`config.mk`:
```
export PLATFORM = sky130hd
export DESIGN_NAME = ordered_list_insert_search_delete_top
export DESIGN_NICKNAME = d
export VERILOG_FILES = /design/src/hdl/olisd_pkg.sv /design/src/hdl/ordered_list_insert_search_delete_top.sv /design/src/hdl/olisd_cell.sv
export SDC_FILE = /design/constraint.sdc
export NUM_CORES = 1
export LEC_CHECK = 0
export BUFFER_PORTS_ARGS = -buffer_cell sky130_fd_sc_hd__buf_2
export CAP_MARGIN = 10
export CORE_UTILIZATION = 45
export CTS_CLUSTER_DIAMETER = 40
export DETAILED_ROUTE_END_ITERATION = 10
export SLEW_MARGIN = 20
export SYNTH_ARGS = -nofsm -noshare
export SYNTH_HDL_FRONTEND = slang
export SYNTH_SLANG_ARGS = --single-unit
```
`constraint.sdc`:
```
create_clock -name i_clk -period 6.81 [get_ports i_clk]
set_input_delay 0.681 -clock i_clk [delete_from_list [all_inputs] [get_ports i_clk]]
set_output_delay 0.681 -clock i_clk [all_outputs]
set_load 0.01 [all_outputs]
```
`src/hdl/olisd_pkg.sv`:
```
`default_nettype none

package olisd_pkg;

    // Action codes carried by an input item.
    localparam logic [1:0] ACT_FRONT  = 2'd0;
    localparam logic [1:0] ACT_BACK   = 2'd1;
    localparam logic [1:0] ACT_SEARCH = 2'd2;
    localparam logic [1:0] ACT_DELETE = 2'd3;

    // Width of the reported entry count.
    localparam int unsigned COUNT_W = 5;

    // Controller states.
    typedef enum logic {
        ST_IDLE,
        ST_EXEC
    } t_state;

    // Operation broadcast to every cell.
    typedef enum logic [1:0] {
        OP_HOLD,
        OP_FRONT,
        OP_BACK,
        OP_DELETE
    } t_op;

    // Control bundle shared by all cells of the row.
    typedef struct packed {
        t_op         op;
        logic        cmp;
        logic [31:0] value;
    } t_cell_ctl;

endpackage

`default_nettype wire

```
`src/hdl/ordered_list_insert_search_delete_top.sv`:
```
`default_nettype none

// Ordered list of up to DEPTH signed 32-bit values, head first, held in a row
// of cells. Each cell keeps one entry and exchanges it with its neighbors.
// Input channel: i_action and i_value are taken on a transfer, which happens at
// a rising edge with i_start high and o_busy low. Actions are insert at front,
// insert at back, search, and delete of the first match from the head.
// Output channel: one result per item, shown for exactly one cycle with o_valid
// high: o_hit, o_dropped_full and o_entry_count (count modulo 32).
// The receiver cannot stall; each result must be taken in its cycle.
// Timing: the transfer edge samples the per-cell compares; the next edge applies
// the shift in every cell and registers the result, which is visible in the
// following cycle. o_busy is high for one cycle after each transfer, so a new
// item is not taken while the last one executes. The delete path carries a
// one-bit match flag through the row, so its length grows with DEPTH.
// Reset (synchronous, active low) empties the list at once; no clearing pass.
module ordered_list_insert_search_delete_top
    import olisd_pkg::*;
#(
    parameter int unsigned DEPTH = 16
) (
    input  wire                 i_clk,
    input  wire                 i_rst_n,
    input  wire                 i_start,
    input  wire [1:0]           i_action,
    input  wire signed [31:0]   i_value,
    output logic                o_busy,
    output logic                o_valid,
    output logic                o_hit,
    output logic                o_dropped_full,
    output logic [COUNT_W-1:0]  o_entry_count
);

    localparam int unsigned CW = $clog2(DEPTH + 1);

    t_state         r_state;
    t_state         n_state;
    logic [1:0]     r_action;
    logic [31:0]    r_value;
    logic [CW-1:0]  r_count;
    logic [CW-1:0]  n_count;
    logic           r_out_valid;
    logic           r_out_hit;
    logic           r_out_dropped;
    logic [CW-1:0]  r_out_count;
    logic           n_accept;
    logic           n_full;
    logic           n_hit;
    logic           n_is_insert;
    t_cell_ctl      n_ctl;

    logic [31:0]    w_data  [DEPTH];
    logic           w_valid [DEPTH];
    logic           w_seen  [DEPTH];

    assign n_accept    = i_start && !o_busy;
    assign n_full      = (r_count == CW'(DEPTH));
    assign n_is_insert = (r_action == ACT_FRONT) || (r_action == ACT_BACK);
    assign n_hit       = w_seen[DEPTH-1] && !n_is_insert;

    // Next state.
    always_comb begin
        n_state = r_state;
        unique case (r_state)
            ST_IDLE: begin
                if (i_start) begin
                    n_state = ST_EXEC;
                end
            end
            ST_EXEC: n_state = ST_IDLE;
            default: n_state = ST_IDLE;
        endcase
    end

    // State outputs and the control broadcast to the row.
    always_comb begin
        o_busy      = (r_state == ST_EXEC);
        n_ctl.op    = OP_HOLD;
        n_ctl.cmp   = n_accept;
        n_ctl.value = o_busy ? r_value : i_value;
        if (r_state == ST_EXEC) begin
            unique case (r_action)
                ACT_FRONT:  n_ctl.op = n_full ? OP_HOLD : OP_FRONT;
                ACT_BACK:   n_ctl.op = n_full ? OP_HOLD : OP_BACK;
                ACT_SEARCH: n_ctl.op = OP_HOLD;
                ACT_DELETE: n_ctl.op = OP_DELETE;
                default:    n_ctl.op = OP_HOLD;
            endcase
        end
    end

    // Entry count after the executed item.
    always_comb begin
        n_count = r_count;
        if (r_state == ST_EXEC) begin
            if (n_is_insert && !n_full) begin
                n_count = r_count + CW'(1);
            end else if ((r_action == ACT_DELETE) && n_hit) begin
                n_count = r_count - CW'(1);
            end
        end
    end

    always_ff @(posedge i_clk) begin
        if (!i_rst_n) begin
            r_state     <= ST_IDLE;
            r_count     <= '0;
            r_out_valid <= 1'b0;
        end else begin
            r_state     <= n_state;
            r_count     <= n_count;
            r_out_valid <= (r_state == ST_EXEC);
        end
    end

    // Command and result payload.
    always_ff @(posedge i_clk) begin
        if (n_accept) begin
            r_action <= i_action;
            r_value  <= i_value;
        end
        if (r_state == ST_EXEC) begin
            r_out_hit     <= n_hit;
            r_out_dropped <= n_is_insert && n_full;
            r_out_count   <= n_count;
        end
    end

    // Row of cells; cell 0 is the head.
    for (genvar g = 0; g < DEPTH; g++) begin : g_cell
        logic [31:0] w_left_data;
        logic        w_left_valid;
        logic [31:0] w_right_data;
        logic        w_right_valid;
        logic        w_seen_in;

        if (g == 0) begin : g_head
            assign w_left_data  = r_value;
            assign w_left_valid = 1'b1;
            assign w_seen_in    = 1'b0;
        end else begin : g_body
            assign w_left_data  = w_data[g-1];
            assign w_left_valid = w_valid[g-1];
            assign w_seen_in    = w_seen[g-1];
        end

        if (g == DEPTH - 1) begin : g_tail
            assign w_right_data  = '0;
            assign w_right_valid = 1'b0;
        end else begin : g_inner
            assign w_right_data  = w_data[g+1];
            assign w_right_valid = w_valid[g+1];
        end

        olisd_cell u_cell (
            .i_clk         (i_clk),
            .i_rst_n       (i_rst_n),
            .i_ctl         (n_ctl),
            .i_left_data   (w_left_data),
            .i_left_valid  (w_left_valid),
            .i_right_data  (w_right_data),
            .i_right_valid (w_right_valid),
            .i_seen        (w_seen_in),
            .o_data        (w_data[g]),
            .o_valid       (w_valid[g]),
            .o_seen        (w_seen[g])
        );
    end

    // Report the count in the fixed output width.
    logic [CW+COUNT_W-1:0] w_count_ext;
    assign w_count_ext    = {{COUNT_W{1'b0}}, r_out_count};
    assign o_valid        = r_out_valid;
    assign o_hit          = r_out_hit;
    assign o_dropped_full = r_out_dropped;
    assign o_entry_count  = w_count_ext[COUNT_W-1:0];

    // A result strobe follows each transfer, after the execute state.
    a_result_follows: assert property (@(posedge i_clk) disable iff (!i_rst_n)
        n_accept |=> ##1 o_valid)
        else $error("result strobe missing after transfer");

    // The block is ready again whenever a result is shown.
    a_ready_with_result: assert property (@(posedge i_clk) disable iff (!i_rst_n)
        o_valid |-> !o_busy)
        else $error("busy while a result is shown");

    // A dropped insert only happens on a full list.
    a_drop_only_full: assert property (@(posedge i_clk) disable iff (!i_rst_n)
        (o_valid && o_dropped_full) |-> (r_out_count == CW'(DEPTH)))
        else $error("drop reported on a list that is not full");

    // Hit and drop never come together.
    a_hit_xor_drop: assert property (@(posedge i_clk) disable iff (!i_rst_n)
        o_valid |-> !(o_hit && o_dropped_full))
        else $error("hit and drop both set");

    // The count never exceeds the storage.
    a_count_bound: assert property (@(posedge i_clk) disable iff (!i_rst_n)
        r_count <= CW'(DEPTH))
        else $error("entry count above depth");

endmodule

`default_nettype wire

```
`src/hdl/olisd_cell.sv`:
```
`default_nettype none

module olisd_cell
    import olisd_pkg::*;
(
    input  wire             i_clk,
    input  wire             i_rst_n,
    input  t_cell_ctl       i_ctl,
    input  wire [31:0]      i_left_data,
    input  wire             i_left_valid,
    input  wire [31:0]      i_right_data,
    input  wire             i_right_valid,
    input  wire             i_seen,
    output logic [31:0]     o_data,
    output logic            o_valid,
    output logic            o_seen
);

    logic [31:0] r_data;
    logic        r_valid;
    logic        r_eq;
    logic        n_take_right;

    // A match here or anywhere nearer the head moves the deletion front past this cell.
    assign o_seen       = i_seen | r_eq;
    assign n_take_right = (i_ctl.op == OP_DELETE) && o_seen;

    // Equality is sampled in the transfer cycle of a new item.
    always_ff @(posedge i_clk) begin
        if (!i_rst_n) begin
            r_eq <= 1'b0;
        end else if (i_ctl.cmp) begin
            r_eq <= r_valid && (r_data == i_ctl.value);
        end
    end

    // Valid flag follows the same moves as the data.
    always_ff @(posedge i_clk) begin
        if (!i_rst_n) begin
            r_valid <= 1'b0;
        end else begin
            unique case (i_ctl.op)
                OP_FRONT: r_valid <= i_left_valid;
                OP_BACK: begin
                    if (!r_valid && i_left_valid) begin
                        r_valid <= 1'b1;
                    end
                end
                OP_DELETE: begin
                    if (n_take_right) begin
                        r_valid <= i_right_valid;
                    end
                end
                OP_HOLD: r_valid <= r_valid;
                default: r_valid <= r_valid;
            endcase
        end
    end

    // Stored value: shift right on front insert, fill the first free cell on back
    // insert, shift left from the match onward on delete.
    always_ff @(posedge i_clk) begin
        unique case (i_ctl.op)
            OP_FRONT: r_data <= i_left_data;
            OP_BACK: begin
                if (!r_valid && i_left_valid) begin
                    r_data <= i_ctl.value;
                end
            end
            OP_DELETE: begin
                if (n_take_right) begin
                    r_data <= i_right_data;
                end
            end
            OP_HOLD: r_data <= r_data;
            default: r_data <= r_data;
        endcase
    end

    assign o_data  = r_data;
    assign o_valid = r_valid;

endmodule

`default_nettype wire
```
==> Word level (Yosys, flattened, before mapping) <==
Cells that the tools add are included.
{ "totals": {"output_inout_bits": 9, "inputBits": 37, "wordCells": 326, "ff_bits": 592} }
{ "op_classes": {"bitwise_logic": 17, "muxes": 105, "n_reduce_logical": 91, "add_sub_neg": 2, "eq_ne": 55} }
{ "ops": {"columns": ["op", "count"], "rows": [
  ["case mux 32 bit (3 select lines)", 16],
  ["2-to-1 mux 32 bit", 33],
  ["equality test 32 bit", 16],
  ["!= test 2 x 1 -> 1 bit, second input constant", 31],
  ["logical AND 1 bit", 52],
  ["AND reduction 3 bit", 16],
  ["case mux 1 bit (3 select lines)", 15],
  ["2-to-1 mux 1 bit", 33],
  ["logical NOT 1 bit", 18],
  ["2-to-1 mux 5 bit", 3],
  ["bitwise OR 1 bit", 15],
  ["equality test 2 bit, second input constant", 4],
  ["case mux 2 bit (4 select lines)", 1],
  ["adder 5 x 1 -> 5 bit, second input constant", 1],
  ["equality test 5 bit, second input constant", 1],
  ["subtractor 5 x 1 -> 5 bit, second input constant", 1],
  ["equality test 2 x 1 -> 1 bit, second input constant", 2],
  ["logical NOT 2 bit", 2],
  ["2-to-1 mux 2 bit", 2],
  ["case mux 1 bit (2 select lines)", 2],
  ["!= test 2 bit, second input constant", 1],
  ["inverter 1 bit", 2],
  ["AND reduction 2 bit", 1],
  ["OR reduction 2 bit", 1],
  ["logical OR 1 bit", 1]
]} }

==> Longest topological paths before layout <==
{ "depth": {"word_depth": 20, "mapped_depth": 10, "ltp_nobuf": 8} }

==> Cells and area by module <==
Synthesis repeated with hierarchy kept, for this count alone.
{ "hier_totals": {"hier_cells": 3300, "area_unflattened_um2": 35725.5} }
{ "modules_own_cells": {"columns": ["mod", "cells_per_inst", "seq_area_each_um2", "area_per_inst_um2", "n_inst"], "rows": [
  ["olisd_cell", 198, 1001.0, 2099.5, 16],
  ["ordered_list_insert_search_delete_top", 132, 1371.3, 2133.3, 1]
]} }

==> Worst setup path after synthesis <==
No wires, ideal clock.
{ "synth_timing": {"kind": "flip-flop to flip-flop", "from": "reg r_state, in the netlist o_busy", "to": "reg g_cell[10].u_cell.r_valid", "setup_time_ps": 83, "period_less_slack_ps": 4912, "path_buffers": 3, "slack_ps": 1898, "t_required_ps": 6727, "t_arrival_ps": 4829, "stages_incl_launch_ff": 9, "cell_sequence": "dfxtp_1 buf_2 buf_2 and3_1 clkbuf_1 a21oi_1 a221oi_1 o221ai_1 a21boi_0"} }
{ "synth_via": {"elab_chain_cells": 5, "elab_cells_between_ends": 11, "classes_between": "5 x eq/ne; 2 x mux; 1 x bitwise; 3 x reduce/logical"} }
{ "synth_rtl": {"columns": ["item", "line", "source"], "rows": [
  ["start, declared", "ordered_list_insert_search_delete_top.sv:36", "t_state r_state;"],
  ["start signal, assigned", "ordered_list_insert_search_delete_top.sv:110", "r_state <= n_state;"],
  ["2-to-1 mux 2 bit *", "ordered_list_insert_search_delete_top.sv:81", "if (r_state == ST_EXEC) begin"],
  ["equality test 2 bit", "olisd_cell.sv:26, olisd_cell.sv:42", null],
  ["logical AND 1 bit", "olisd_cell.sv:26", "assign n_take_right = (i_ctl.op == OP_DELETE) && o_seen;"],
  ["!= test 2 x 1 -> 1 bit (no line)", null, null],
  ["AND reduction 3 bit (no line)", null, null],
  ["end signal, assigned", "olisd_cell.sv:43", "OP_FRONT: r_valid <= i_left_valid;"],
  ["end signal, assigned", "olisd_cell.sv:51", "r_valid <= i_right_valid;"],
  ["end signal, assigned", "olisd_cell.sv:54", "OP_HOLD: r_valid <= r_valid;"],
  ["end, declared", "olisd_cell.sv:20", "logic r_valid;"]
]} }
Every way passes the cells marked *; elsewhere a longest branch is shown, timed or not.
A chain may end at the register's enable or synchronous reset.

==> Worst setup path after layout <==
{ "layout_timing": {"from": "reg r_state, in the netlist o_busy", "to": "reg g_cell[8].u_cell.r_eq"} }
{ "layout_via": {"elab_chain_cells": 3, "elab_cells_between_ends": 5, "classes_between": "1 x eq/ne; 1 x mux; 3 x reduce/logical"} }
{ "layout_rtl": {"columns": ["item", "line", "source"], "rows": [
  ["2-to-1 mux 32 bit", "ordered_list_insert_search_delete_top.sv:80", "n_ctl.value = o_busy ? r_value : i_value;"],
  ["equality test 32 bit", "olisd_cell.sv:33", "r_eq <= r_valid && (r_data == i_ctl.value);"],
  ["logical AND 1 bit", "olisd_cell.sv:33", null],
  ["end signal, assigned", "olisd_cell.sv:33", null],
  ["end, declared", "olisd_cell.sv:21", "logic r_eq;"]
]} }
Several ways; a longest one is shown, not always the timed one.

==> impl_metrics.json <==
{
  "vias_per_cell": 6.694,
  "period_share_pct": 58.76,
  "leakage_nw": 12.11,
  "synth-seq-cells": 592,
  "setup_viol_count_final": 0,
  "slew_viol_final": 0,
  "worstSetupPathType": "reg2reg",
  "cp.arrival_ns": 4.58,
  "dp.cells": 3088,
  "status": "completed",
  "p_sw_mw": 2.744,
  "drcViolationCount": 0,
  "rsz0062_at_grt": "no",
  "max_stage_delay_ns": 0.91,
  "gp_congestion": 0.9472,
  "peakVddDrop_mv": 0.2951,
  "pwr-share-clk_pct": 48.5,
  "drt_iter0_drc": 2889,
  "grt_pass1_vias": 21146,
  "powerDensity_nw_per_um2": 300.1,
  "cts_made_buffers": 99,
  "cts_tree": "yes",
  "synth_edf_count": 553,
  "antenna_found_initial": 3,
  "cts_buffer_depth": 3,
  "ys_types": 48,
  "num_rows": 95,
  "grt_usage_pct": 29.22,
  "tns_ns": 0,
  "cts.sinks": 592,
  "start_kind": "register",
  "seq_area_frac_synth_pct": 56.73,
  "wl_per_cell_um": 31.37,
  "fmax_ghz": 0.2499,
  "cts_hold_buf": 0,
  "path_cells": "buf_4, mux2i_4, xor2_1, nand4_1, nor4_1, nand4_1, a21boi_0",
  "num_vias": 21908,
  "drtAntennaViolNets": 0,
  "coreArea_um2": 67280,
  "grt_max_degree": 230,
  "n_fill_cell": 5736,
  "layout.cells.non_filler": 3273,
  "cts_setup_buffers": 0,
  "worst_pin_slew_ns": 1.177,
  "maxCapViolCount": 0,
  "grt_pass1_wl_um": 147700,
  "syn_to_final_growth_pct": 15.45,
  "clk_root_buffer_cell": "clkbuf_16",
  "skew_ns": 0.02629,
  "drtPass1Iterations": 5,
  "critPathMaxFanout": 29,
  "critPathSlowestCell": "mux2i_4",
  "overflow": 0,
  "hpwlAfterDp_um": 74200,
  "num_antenna_cells": 0,
  "crit_family": "simple AND/OR/NAND/NOR gates",
  "intPower_mw": 7.876,
  "avgSynthCellArea_um2": 13.27,
  "timing.critical_path.mode_cell": "nand4_1",
  "p_sw_share_pct": 25.84,
  "nets": 2355,
  "relSlewSlack_pct": 21.53,
  "hold_viol": 0,
  "p_total_mw": 10.62,
  "min_period_ns": 4.001,
  "io_buffers": 45,
  "async_flop_share_pct": 0,
  "io_pins": 46,
  "design.die.area_um2": 69160,
  "cts-resized-gates": 0,
  "ys_warn_count": 0,
  "syn_nets": 2348,
  "synth-main-ff-cell": "edfxtp_1",
  "combinationalPowerShare_pct": 10.3,
  "syn_area_um2": 30650,
  "hold_path_class": "in2reg",
  "most-common-layout-cells": "edfxtp_1 (553), a221o_1 (448), xor2_1 (372), xnor2_1 (144), nand2_1 (117)",
  "cts.reportedPaths.clkPinSlew_ns": 0.05,
  "htreeDepth": 3,
  "crit_buf_inv": 1,
  "drt_wl_total_um": 102700,
  "layout_commonest_cell": "edfxtp_1",
  "cp-end-kind": "register",
  "drive_gt1_share_pct": 14.58,
  "start_util_pct": 45.56,
  "insertion_delay_ns": 0.66,
  "die_w_um": 263.0,
  "seqPwrFrac_pct": 41.1,
  "die_h_um": 263.0,
  "cp.required_ns": 7.39,
  "syn_inst": 2309
}
==> synthesized netlist by cell type, drive strengths merged (3+ instances only) <==
library cell	number	area share, %
nand3	12	0.20
mux2i	40	1.7
clkbuf	153	1.9
nand2	117	1.4
inv	11	0.13
or4	4	0.11
dfxtp	39	2.5
o311a	3	0.098
nor4	59	1.2
and2	15	0.31
buf	44	0.87
nor3	8	0.13
o221ai	4	0.11
a21oi	14	0.23
nand4	114	2.3
edfxtp	553	54
o21ai	15	0.24
nor2b	4	0.082
a21boi	18	0.44
or3	5	0.10
o22ai	8	0.16
a221o	448	15
xnor2	144	4.1
a21o	32	0.78
o21a	3	0.073
nand2b	10	0.20
xor2	372	11
nor2	42	0.51
or2	3	0.061
==> cell type report <==
cell class                      count  area (µm²)  share of cell area, %
Clock buffer                      112        2589                  7.316
Clock inverter                     73       840.8                  2.376
Inverter                           11       41.29                 0.1167
Multi-Input combinational cell   1509       12750                  36.02
Sequential cell                   592       17390                  49.15
Tap cell                          873        1092                  3.087
Timing Repair Buffer              103       685.7                  1.938
==> final timing paths <==
kind	start	endpoint	slack, ns	cells after the start
max	o_busy	g_cell[8].u_cell.r_eq	2.81	7
min	i_action[1]	r_action[1]	0.20	1
max reg2reg	o_busy	g_cell[8].u_cell.r_eq	2.81	7
min reg2reg	g_cell[9].u_cell.r_eq	g_cell[9].u_cell.r_eq	0.47	2
==> registers in the layout (all words and copies together) (netlist names), 2 cells and up <==
signal                 flops
g_cell.u_cell.o_data     512
g_cell.w_left_data        32
g_cell.u_cell.o_valid     16
g_cell.u_cell.r_eq        16
o_entry_count              5
r_count                    5
r_action                   2
==> logic make-up after synthesis <==
group                    share of synthesized area, %
flip-flops                                      56.73
buffers and inverters                           2.878
multiplexers                                    1.686
XOR/XNOR                                        14.74
AND/OR/NAND/NOR                                 6.809
adder cells (fa/ha/maj)                       0.08163
AO/OA/AOI/OAI                                   17.08
==> per-layer routing <==
| metal | vias to the layer above | wire length, µm | global-route usage [%] |
|---|---|---|---|
| met4 | 0 | 6624 | 17.69 |
| li1 | 9374 | - | - |
| met1 | 11115 | 41340 | 39.27 |
| met5 | - | 0 | 0 |
| met2 | 1188 | 47320 | 45.37 |
| met3 | 231 | 7399 | 3.685 |
==> power groups by stage <==
stage | sequential, mW | clock (mW) | combinational, mW
2_1_floorplan | 4.37 | 0 | 0.705
3_5_place_dp | 4.43 | 0 | 1.09
4_1_cts | 4.36 | 5.19 | 1.09
5_1_grt | 4.38 | 5.34 | 1.15
6_report | 4.37 | 5.16 | 1.10
3_3_place_gp | 4.42 | 0 | 1.07
==> metrics by stage <==
| stage | instance area, µm² | utilization, % | worst slack, ns | hold WS [ns] |
|---|---|---|---|---|
| 4_1_cts | 35350 | 52.54 | 2.832 | 0.1718 |
| 2_1_floorplan | 30650 | - | 1.898 | 0.4356 |
| 3_3_place_gp | 31900 | 47.41 | 2.872 | 0.4530 |
| 6_report | 35390 | 52.60 | 2.809 | 0.1973 |
| 5_1_grt | 35390 | 52.60 | 2.675 | 0.1809 |
| 3_5_place_dp | 31920 | 47.44 | 2.813 | 0.4622 |
Note: power is estimated with default switching activity, not from simulation.
